## config.mk

```make
export PLATFORM = sky130hd
export DESIGN_NAME = stepper_position_step_generator_flat
export DESIGN_NICKNAME = d
export VERILOG_FILES = /design/src/hdl/stp_pkg.sv /design/src/hdl/stp_cmd_if.sv /design/src/hdl/stp_res_if.sv /design/src/hdl/stepper_position_step_generator.sv /design/src/hdl/stp_cfg_regs.sv /design/src/hdl/stp_core.sv /design/src/flat_wrapper.sv
export SDC_FILE = /design/constraint.sdc
export NUM_CORES = 1
export LEC_CHECK = 0
export BUFFER_PORTS_ARGS = -buffer_cell sky130_fd_sc_hd__buf_2
export CORE_AREA = 2 2 187 143
export DETAILED_ROUTE_END_ITERATION = 6
export DIE_AREA = 0 0 189 145
export MAX_ROUTING_LAYER = met4
export PLACE_DENSITY = 0.69
export SETUP_SLACK_MARGIN = 0.1
export SLEW_MARGIN = 5
export SYNTH_ARGS = -nofsm -noshare
export SYNTH_HDL_FRONTEND = slang
export SYNTH_SLANG_ARGS = --single-unit
```

## constraint.sdc

```tcl
create_clock -name clk -period 5.5 [get_ports clk]
set_clock_uncertainty 0.15 [all_clocks]
set_input_delay 1.1 -clock clk [delete_from_list [all_inputs] [get_ports clk]]
set_output_delay 1.1 -clock clk [all_outputs]
set_load 0.005 [all_outputs]
```

## src/hdl/stp_pkg.sv

```systemverilog
// ----------------------------------------------------------------------------
// Stepper step generator package
// Shared types, register indexes, command codes and the half-step table.
// ----------------------------------------------------------------------------
package stp_pkg;

  localparam int unsigned ACTION_BITS   = 3;
  localparam int unsigned TARGET_BITS   = 32;
  localparam int unsigned COIL_BITS     = 4;
  localparam int unsigned PHASE_BITS    = 3;
  localparam int unsigned DIVIDE_BITS   = 8;
  localparam int unsigned CFG_IDX_BITS  = 2;
  localparam int unsigned CFG_DATA_BITS = 8;

  localparam logic [DIVIDE_BITS-1:0] DIVIDE_RESET = 8'd60;

  // Command codes
  typedef enum logic [ACTION_BITS-1:0] {
    ACT_TICK   = 3'd0,
    ACT_MOVE   = 3'd1,
    ACT_ORIGIN = 3'd2,
    ACT_PAUSE  = 3'd3,
    ACT_STOP   = 3'd4,
    ACT_START  = 3'd5
  } action_t;

  // Configuration register indexes
  typedef enum logic [CFG_IDX_BITS-1:0] {
    REG_DRIVER_MODE   = 2'd0,
    REG_PHASE_REVERSE = 2'd1,
    REG_TICK_DIVIDE   = 2'd2
  } cfg_reg_t;

  localparam logic MODE_FOUR_PHASE = 1'b0;
  localparam logic MODE_STEP_DIR   = 1'b1;

  typedef struct packed {
    logic                   driver_mode;
    logic                   phase_reverse;
    logic [DIVIDE_BITS-1:0] tick_divide;
  } cfg_t;

  typedef struct packed {
    logic [COIL_BITS-1:0]          coils;
    logic                          enable_n;
    logic                          dir_level;
    logic                          step_pulse;
    logic signed [TARGET_BITS-1:0] current_position;
    logic                          at_goal;
  } result_t;

  // Half-step coil pattern, bit0 A .. bit3 D
  function automatic logic [COIL_BITS-1:0] half_step_pattern(input logic [PHASE_BITS-1:0] ph);
    logic [COIL_BITS-1:0] pat;
    case (ph)
      3'd0:    pat = 4'h1;
      3'd1:    pat = 4'h3;
      3'd2:    pat = 4'h2;
      3'd3:    pat = 4'h6;
      3'd4:    pat = 4'h4;
      3'd5:    pat = 4'hC;
      3'd6:    pat = 4'h8;
      default: pat = 4'h9;
    endcase
    return pat;
  endfunction

endpackage

```

## src/hdl/stp_cmd_if.sv

```systemverilog
// ----------------------------------------------------------------------------
// Stepper command channel
// Valid/ready channel carrying one command request.
// ----------------------------------------------------------------------------
interface stp_cmd_if
  import stp_pkg::*;
();
  logic                          valid;
  logic                          ready;
  logic [ACTION_BITS-1:0]        action;
  logic signed [TARGET_BITS-1:0] target_position;

  modport source (output valid, output action, output target_position, input ready);
  modport sink   (input valid, input action, input target_position, output ready);
endinterface

```

## src/hdl/stp_res_if.sv

```systemverilog
// ----------------------------------------------------------------------------
// Stepper result channel
// Valid/ready channel carrying one result request.
// ----------------------------------------------------------------------------
interface stp_res_if
  import stp_pkg::*;
();
  logic                          valid;
  logic                          ready;
  logic [COIL_BITS-1:0]          coils;
  logic                          enable_n;
  logic                          dir_level;
  logic                          step_pulse;
  logic signed [TARGET_BITS-1:0] current_position;
  logic                          at_goal;

  modport source (output valid, output coils, output enable_n, output dir_level,
                  output step_pulse, output current_position, output at_goal,
                  input ready);
  modport sink   (input valid, input coils, input enable_n, input dir_level,
                  input step_pulse, input current_position, input at_goal,
                  output ready);
endinterface

```

## src/hdl/stepper_position_step_generator.sv

```systemverilog
// ----------------------------------------------------------------------------
// Stepper position step generator
// Half-step / step-direction controller: one command in, one result out.
// ----------------------------------------------------------------------------
//
//  Channel  Direction  Handshake        Carries
//  -------  ---------  ---------------  ---------------------------------------
//  cmd      in         valid / ready    action, target_position
//  res      out        valid / ready    coils, enable_n, dir_level, step_pulse,
//                                       current_position, at_goal
//  cfg      in         cfg_write        cfg_index, cfg_data (no read-back)
//
//  One command per cycle while the result is not stalled; the result is set
//  by the command register and the result register with a single pass of
//  motion logic between them.
//  Reset (rst, synchronous) clears all motion state and loads the register
//  defaults; no clearing pass, a command can be taken the cycle after.
//  A stalled result holds; the command register keeps taking requests until
//  both stages are full.
//
module stepper_position_step_generator
  import stp_pkg::*;
#(
  parameter int unsigned POSITION_BITS = 32
) (
  input  logic                     clk,
  input  logic                     rst,
  stp_cmd_if.sink                  cmd,
  stp_res_if.source                res,
  input  logic                     cfg_write,
  input  logic [CFG_IDX_BITS-1:0]  cfg_index,
  input  logic [CFG_DATA_BITS-1:0] cfg_data
);

  cfg_t                          cfg;
  result_t                       result;
  result_t                       out_result;
  logic                          in_valid;
  logic [ACTION_BITS-1:0]        in_action;
  logic signed [TARGET_BITS-1:0] in_target;
  logic                          out_valid;
  logic                          advance;

  stp_cfg_regs u_cfg (
    .clk       (clk),
    .rst       (rst),
    .cfg_write (cfg_write),
    .cfg_index (cfg_index),
    .cfg_data  (cfg_data),
    .cfg       (cfg)
  );

  // Move the held request into the result stage whenever that stage is free
  // or being emptied this cycle; the motion state commits on the same edge.
  assign advance   = in_valid && (!out_valid || res.ready);
  assign cmd.ready = !in_valid || advance;

  // Command register
  always_ff @(posedge clk) begin
    if (rst) begin
      in_valid <= 1'b0;
    end else if (cmd.ready) begin
      in_valid <= cmd.valid;
    end
  end

  always_ff @(posedge clk) begin
    if (cmd.valid && cmd.ready) begin
      in_action <= cmd.action;
      in_target <= cmd.target_position;
    end
  end

  stp_core #(
    .POSITION_BITS (POSITION_BITS)
  ) u_core (
    .clk             (clk),
    .rst             (rst),
    .cfg             (cfg),
    .advance         (advance),
    .action          (in_action),
    .target_position (in_target),
    .result          (result)
  );

  // Result register
  always_ff @(posedge clk) begin
    if (rst) begin
      out_valid <= 1'b0;
    end else if (advance) begin
      out_valid <= 1'b1;
    end else if (res.ready) begin
      out_valid <= 1'b0;
    end
  end

  always_ff @(posedge clk) begin
    if (advance) begin
      out_result <= result;
    end
  end

  assign res.valid            = out_valid;
  assign res.coils            = out_result.coils;
  assign res.enable_n         = out_result.enable_n;
  assign res.dir_level        = out_result.dir_level;
  assign res.step_pulse       = out_result.step_pulse;
  assign res.current_position = out_result.current_position;
  assign res.at_goal          = out_result.at_goal;

endmodule

```

## src/hdl/stp_cfg_regs.sv

```systemverilog
// ----------------------------------------------------------------------------
// Stepper configuration registers
// Decode the write port into driver mode, phase direction and tick divider.
// ----------------------------------------------------------------------------
module stp_cfg_regs
  import stp_pkg::*;
(
  input  logic                     clk,
  input  logic                     rst,
  input  logic                     cfg_write,
  input  logic [CFG_IDX_BITS-1:0]  cfg_index,
  input  logic [CFG_DATA_BITS-1:0] cfg_data,
  output cfg_t                     cfg
);

  always_ff @(posedge clk) begin
    if (rst) begin
      cfg.driver_mode   <= MODE_STEP_DIR;
      cfg.phase_reverse <= 1'b0;
      cfg.tick_divide   <= DIVIDE_RESET;
    end else if (cfg_write) begin
      unique case (cfg_reg_t'(cfg_index))
        REG_DRIVER_MODE:   cfg.driver_mode   <= cfg_data[0];
        REG_PHASE_REVERSE: cfg.phase_reverse <= cfg_data[0];
        REG_TICK_DIVIDE:   cfg.tick_divide   <= cfg_data[DIVIDE_BITS-1:0];
        default: ;  // drop writes beyond the register list
      endcase
    end
  end

endmodule

```

## src/hdl/stp_core.sv

```systemverilog
// ----------------------------------------------------------------------------
// Stepper motion core
// Hold position, goal and drive latches; work out one command per cycle while advance is high.
// ----------------------------------------------------------------------------
module stp_core
  import stp_pkg::*;
#(
  parameter int unsigned POSITION_BITS = 32
) (
  input  logic                          clk,
  input  logic                          rst,
  input  cfg_t                          cfg,
  input  logic                          advance,
  input  logic [ACTION_BITS-1:0]        action,
  input  logic signed [TARGET_BITS-1:0] target_position,
  output result_t                       result
);

  logic [POSITION_BITS-1:0] position, position_next;
  logic [POSITION_BITS-1:0] goal, goal_next;
  logic                     moving_up, moving_up_next;
  logic [DIVIDE_BITS-1:0]   tick_count, tick_count_next;
  logic [PHASE_BITS-1:0]    phase_index, phase_index_next;
  logic                     stopped, stopped_next;
  logic [COIL_BITS-1:0]     coil_latch, coil_latch_next;
  logic                     enable_latch, enable_latch_next;
  logic                     dir_latch, dir_latch_next;
  logic                     pulse;
  logic [DIVIDE_BITS-1:0]   count_inc;
  logic [POSITION_BITS-1:0] target_ext;
  logic                     fwd;
  logic signed [63:0]       position_wide;

  assign target_ext = POSITION_BITS'(target_position);
  assign count_inc  = tick_count + DIVIDE_BITS'(1);
  assign fwd        = cfg.phase_reverse ? moving_up : !moving_up;

  always_comb begin
    position_next     = position;
    goal_next         = goal;
    moving_up_next    = moving_up;
    tick_count_next   = tick_count;
    phase_index_next  = phase_index;
    stopped_next      = stopped;
    coil_latch_next   = coil_latch;
    enable_latch_next = enable_latch;
    dir_latch_next    = dir_latch;
    pulse             = 1'b0;
    case (action_t'(action))
      ACT_TICK: begin
        if (position != goal) begin
          if (count_inc >= cfg.tick_divide) begin
            tick_count_next = '0;
            position_next   = moving_up ? position + POSITION_BITS'(1)
                                        : position - POSITION_BITS'(1);
            if (cfg.driver_mode == MODE_FOUR_PHASE) begin
              coil_latch_next  = half_step_pattern(phase_index);
              phase_index_next = fwd ? phase_index + PHASE_BITS'(1)
                                     : phase_index - PHASE_BITS'(1);
            end else begin
              dir_latch_next = moving_up;
              pulse          = 1'b1;
            end
          end else begin
            tick_count_next = count_inc;
          end
        end
      end
      ACT_MOVE: begin
        goal_next = target_ext;
        if (position != target_ext) begin
          moving_up_next = $signed(target_ext) > $signed(position);
        end
      end
      ACT_ORIGIN: begin
        position_next = target_ext;
        goal_next     = target_ext;
      end
      ACT_PAUSE: begin
        goal_next = position;
      end
      ACT_STOP: begin
        if (!stopped) begin
          stopped_next = 1'b1;
          goal_next    = position;
          if (cfg.driver_mode == MODE_FOUR_PHASE) begin
            coil_latch_next = '0;
          end else begin
            enable_latch_next = 1'b1;
          end
        end
      end
      ACT_START: begin
        if (stopped) begin
          stopped_next = 1'b0;
          if (cfg.driver_mode == MODE_FOUR_PHASE) begin
            coil_latch_next = half_step_pattern(phase_index);
          end else begin
            enable_latch_next = 1'b0;
          end
        end
      end
      default: ;  // unused codes report the state unchanged
    endcase
  end

  always_ff @(posedge clk) begin
    if (rst) begin
      position     <= '0;
      goal         <= '0;
      moving_up    <= 1'b0;
      tick_count   <= '0;
      phase_index  <= '0;
      stopped      <= 1'b0;
      coil_latch   <= '0;
      enable_latch <= 1'b0;
      dir_latch    <= 1'b0;
    end else if (advance) begin
      position     <= position_next;
      goal         <= goal_next;
      moving_up    <= moving_up_next;
      tick_count   <= tick_count_next;
      phase_index  <= phase_index_next;
      stopped      <= stopped_next;
      coil_latch   <= coil_latch_next;
      enable_latch <= enable_latch_next;
      dir_latch    <= dir_latch_next;
    end
  end

  assign position_wide = 64'($signed(position_next));

  always_comb begin
    result.coils            = coil_latch_next;
    result.enable_n         = enable_latch_next;
    result.dir_level        = dir_latch_next;
    result.step_pulse       = pulse;
    result.current_position = position_wide[TARGET_BITS-1:0];
    result.at_goal          = (position_next == goal_next);
  end

endmodule

```

## src/flat_wrapper.sv

```systemverilog
// flat-port wrapper written by rule: the top's interface ports become plain ports
module stepper_position_step_generator_flat import stp_pkg::*;
#(
  parameter int unsigned POSITION_BITS = 32
)
  (clk, rst, cfg_write, cfg_index, cfg_data, cmd_valid, cmd_action, cmd_target_position, cmd_ready, res_valid, res_coils, res_enable_n, res_dir_level, res_step_pulse, res_current_position, res_at_goal, res_ready);
  stp_cmd_if cmd_i ();
  stp_res_if res_i ();
  input  logic clk;
  input  logic rst;
  input  logic cfg_write;
  input  logic [CFG_IDX_BITS-1:0] cfg_index;
  input  logic [CFG_DATA_BITS-1:0] cfg_data;
  input wire logic [$bits(cmd_i.valid)-1:0] cmd_valid;
  input wire logic [$bits(cmd_i.action)-1:0] cmd_action;
  input wire logic [$bits(cmd_i.target_position)-1:0] cmd_target_position;
  output wire logic [$bits(cmd_i.ready)-1:0] cmd_ready;
  output wire logic [$bits(res_i.valid)-1:0] res_valid;
  output wire logic [$bits(res_i.coils)-1:0] res_coils;
  output wire logic [$bits(res_i.enable_n)-1:0] res_enable_n;
  output wire logic [$bits(res_i.dir_level)-1:0] res_dir_level;
  output wire logic [$bits(res_i.step_pulse)-1:0] res_step_pulse;
  output wire logic [$bits(res_i.current_position)-1:0] res_current_position;
  output wire logic [$bits(res_i.at_goal)-1:0] res_at_goal;
  input wire logic [$bits(res_i.ready)-1:0] res_ready;
  assign cmd_i.valid = cmd_valid;
  assign cmd_i.action = cmd_action;
  assign cmd_i.target_position = cmd_target_position;
  assign cmd_ready = cmd_i.ready;
  assign res_valid = res_i.valid;
  assign res_coils = res_i.coils;
  assign res_enable_n = res_i.enable_n;
  assign res_dir_level = res_i.dir_level;
  assign res_step_pulse = res_i.step_pulse;
  assign res_current_position = res_i.current_position;
  assign res_at_goal = res_i.at_goal;
  assign res_i.ready = res_ready;
  stepper_position_step_generator #(.POSITION_BITS(POSITION_BITS)) u_core (.clk(clk), .rst(rst), .cmd(cmd_i), .res(res_i), .cfg_write(cfg_write), .cfg_index(cfg_index), .cfg_data(cfg_data));
endmodule
```

==> reports/results.tsv <==
metric	value	unit
CTS tree	yes	
max cap viols	0	
DP HPWL	28.6	mm
Tot Pwr	3.50	mW
Worst Path Arrival	5.05	ns
Rel. slew slack	32.5	%
Worst Hold Class	reg -> reg	
P&R area growth vs syn	12.3	%
count of cell types in the netlist	79	
routability cong.	1.02	
RSZ-0062 raised after global routing	no	
syn nets	1445	
Port Buf Inserts	91	
Post-Synthesis Cell Area	11400	um2
initial antenna violation count	1	
Die Wd	189	um
vias per inst	6.17	
final net count	1510	
Starting Density	44.5	%
final worst slack	0.576	ns
Required @ worst endpoint	5.62	ns
vias in the first global route	9621	
share of cells above drive strength 1	12.6	%
Max VDD drop	232	uV
commonest non-fill, non-tap cells in the layout	nand2_1 (152), nor2_1 (112), a21oi_1 (96)	
Std-Cell Rows	51	
GR Util met3	6.43	%
H-Tree Depth	4	
M1 GR Usage	41.0	%
min cycle time layout	4.92	ns
Worst-path clk slew	0.07	ns
EDFF count, synth	75	
critical path class	reg -> reg	
drt wl/cell	22.1	um
Finish-stage setup viols	0	
dpl cells	1707	
Final Cell Area	12800	um2
cts bufs inserted	17	
Routed WL	38.4	mm
GRT overflow	0	
Die H	145	um
DR DRC count	0	
Cell Pwr Density	274	nW/um2
1st-pass router iterations	6	
asr flop ratio synth	0	%
ys flop type	dfxtp_1	
CTS Root Cell	clkbuf_16	
count of final max-slew check failures	0	
register area share after synthesis	36.5	%
commonest non-fill, non-tap cell in the layout	nand2_1	
GRT busiest layer	met1	
Fin. Hold Viols	0	
Worst-Margin Slew	1.01	ns
fin crit share	89.5	%
Ys Warns	0	
Setup crit end kind	flip-flop	
outcome	completed	
gr usage total	28.5	%
dpl ws	0.663	ns
die area	27400	um2
placed cell area	12200	um2
core box area	25600	um2
Ports	92	
CTS Sinks	170	
DR iter-0 viols	1426	
fin util	50.0	%
via count	10733	
Finished Layout Cells	1740	
leak pwr	5.19	nW
met2 global-route usage	39.8	%
Clock Path Buffers	2	
crit-path max FO	30	
clk_lat worst skew	0.44	ns
Fill cells	2405	
maximum clock frequency	203	MHz
Routed Antenna Nets	0	
Yosys reg bits	170	
first-pass GRT wire length	57.7	mm
crit start category	flip-flop	
Post-Syn Instances	1317	
setup TNS	0	ns
largest net degree at the start of global routing	66	
syn_area_per_cell	8.65	um2
WHS	0.315	ns
==> sequential cells by signal, summed over array words and instances, names as in the netlist <==
signal	flops
u_core.in_action	3
u_core.in_target	32
u_core.in_valid	1
u_core.res.at_goal	1
u_core.res.coils	4
u_core.res.current_position	32
u_core.res.dir_level	1
u_core.res.enable_n	1
u_core.res.step_pulse	1
u_core.res.valid	1
u_core.u_cfg.cfg	10
u_core.u_core.coil_latch	4
u_core.u_core.dir_latch	1
u_core.u_core.enable_latch	1
u_core.u_core.goal	32
u_core.u_core.moving_up	1
u_core.u_core.phase_index	3
u_core.u_core.position	32
u_core.u_core.stopped	1
u_core.u_core.tick_count	8
==> power breakdown <==
part	internal, mW	switching (mW)	leakage [nW]	total, mW
logic	0.285	0.498	3.39	0.783
registers	1.38	0.0640	1.50	1.45
clock network	0.728	0.543	0.301	1.27
==> path summary, 6_finish.rpt <==
check | slack [ns] | endpoint | depth (start not counted) | from
max | 0.58 | u_core.res.at_goal | 17 | u_core.u_core.tick_count[0]
min | 0.32 | u_core.u_core.coil_latch[1] | 2 | u_core.u_core.coil_latch[1]
max reg2reg | 0.58 | u_core.res.at_goal | 17 | u_core.u_core.tick_count[0]
min reg2reg | 0.32 | u_core.u_core.coil_latch[1] | 2 | u_core.u_core.coil_latch[1]
==> cells by family (layout without fill, tap and decap cells) <==
logic type,count (synthesis),count (layout),synth area share [%]
other,0,1,0
multiplexers,14,14,1.24
flip-flops,170,170,36.5
AO/OA/AOI/OAI,388,388,23.5
adder cells (fa/ha/maj),78,78,8.63
buffers and inverters,138,216,5.03
XOR/XNOR,82,82,6.30
AND/OR/NAND/NOR,447,447,18.8
==> cells in the mapped netlist (12+ instances only) <==
| cell | instances | share of area [%] |
|---|---|---|
| a211oi_1 | 52 | 3.4 |
| a21o_1 | 14 | 0.92 |
| a21oi_1 | 96 | 4.2 |
| a222oi_1 | 24 | 2.1 |
| a22oi_1 | 22 | 1.4 |
| and2_1 | 13 | 0.71 |
| and3_1 | 13 | 0.71 |
| clkbuf_1 | 52 | 1.7 |
| dfxtp_1 | 95 | 17 |
| edfxtp_1 | 75 | 20 |
| ha_1 | 77 | 8.5 |
| inv_1 | 64 | 2.1 |
| mux2i_1 | 13 | 1.1 |
| nand2_1 | 152 | 5.0 |
| nand2b_1 | 17 | 0.93 |
| nand3_1 | 18 | 0.79 |
| nand4_1 | 23 | 1.3 |
| nor2_1 | 113 | 3.7 |
| nor2b_1 | 16 | 0.88 |
| nor3_1 | 25 | 1.1 |
| nor4_1 | 13 | 0.71 |
| o21a_1 | 12 | 0.79 |
| o21ai_0 | 53 | 2.3 |
| xnor2_1 | 29 | 2.2 |
| xor2_1 | 53 | 4.1 |
==> what timing repair did <==
| item | 4_1_cts | 5_1_grt |
|---|---|---|
| buffers inserted | 0 | 0 |
| gates resized for setup | 0 | 1 |
| endpoints found under the setup margin | 0 | 1 |
| hold buffers | 0 | 0 |
==> critical path: stages, from the launching register on <==
cell	delay [ns]
dfxtp_1	0.41
ha_1	0.23
nand3_1	0.15
nor2_1	0.19
xor2_1	0.22
ha_1	0.27
a21oi_1	0.18
o21ai_0	0.11
a31oi_1	0.27
or2_4	0.38
nor2_2	0.08
buf_4	0.25
o21ai_0	0.44
o2111ai_1	0.14
or4_1	0.53
nor4_1	0.33
nand4_1	0.16
nor4_2	0.23
==> routing by layer <==
layer	wire length (um)	vias to the layer above
met3	3850	75
li1	-	5029
met4	990	0
met5	0	-
met2	16000	559
met1	17500	5070
==> cell type report <==
class	instances	area [um2]	share of cell area, %
Multi-Input combinational cell	1009	6680	52.2
Clock inverter	11	133	1.04
Sequential cell	170	4150	32.5
Clock buffer	21	482	3.76
Inverter	65	246	1.93
Tap cell	344	430	3.36
Antenna cell	1	2.50	0.0196
Timing Repair Buffer	119	666	5.20
Note: power is estimated with default switching activity, not from simulation.
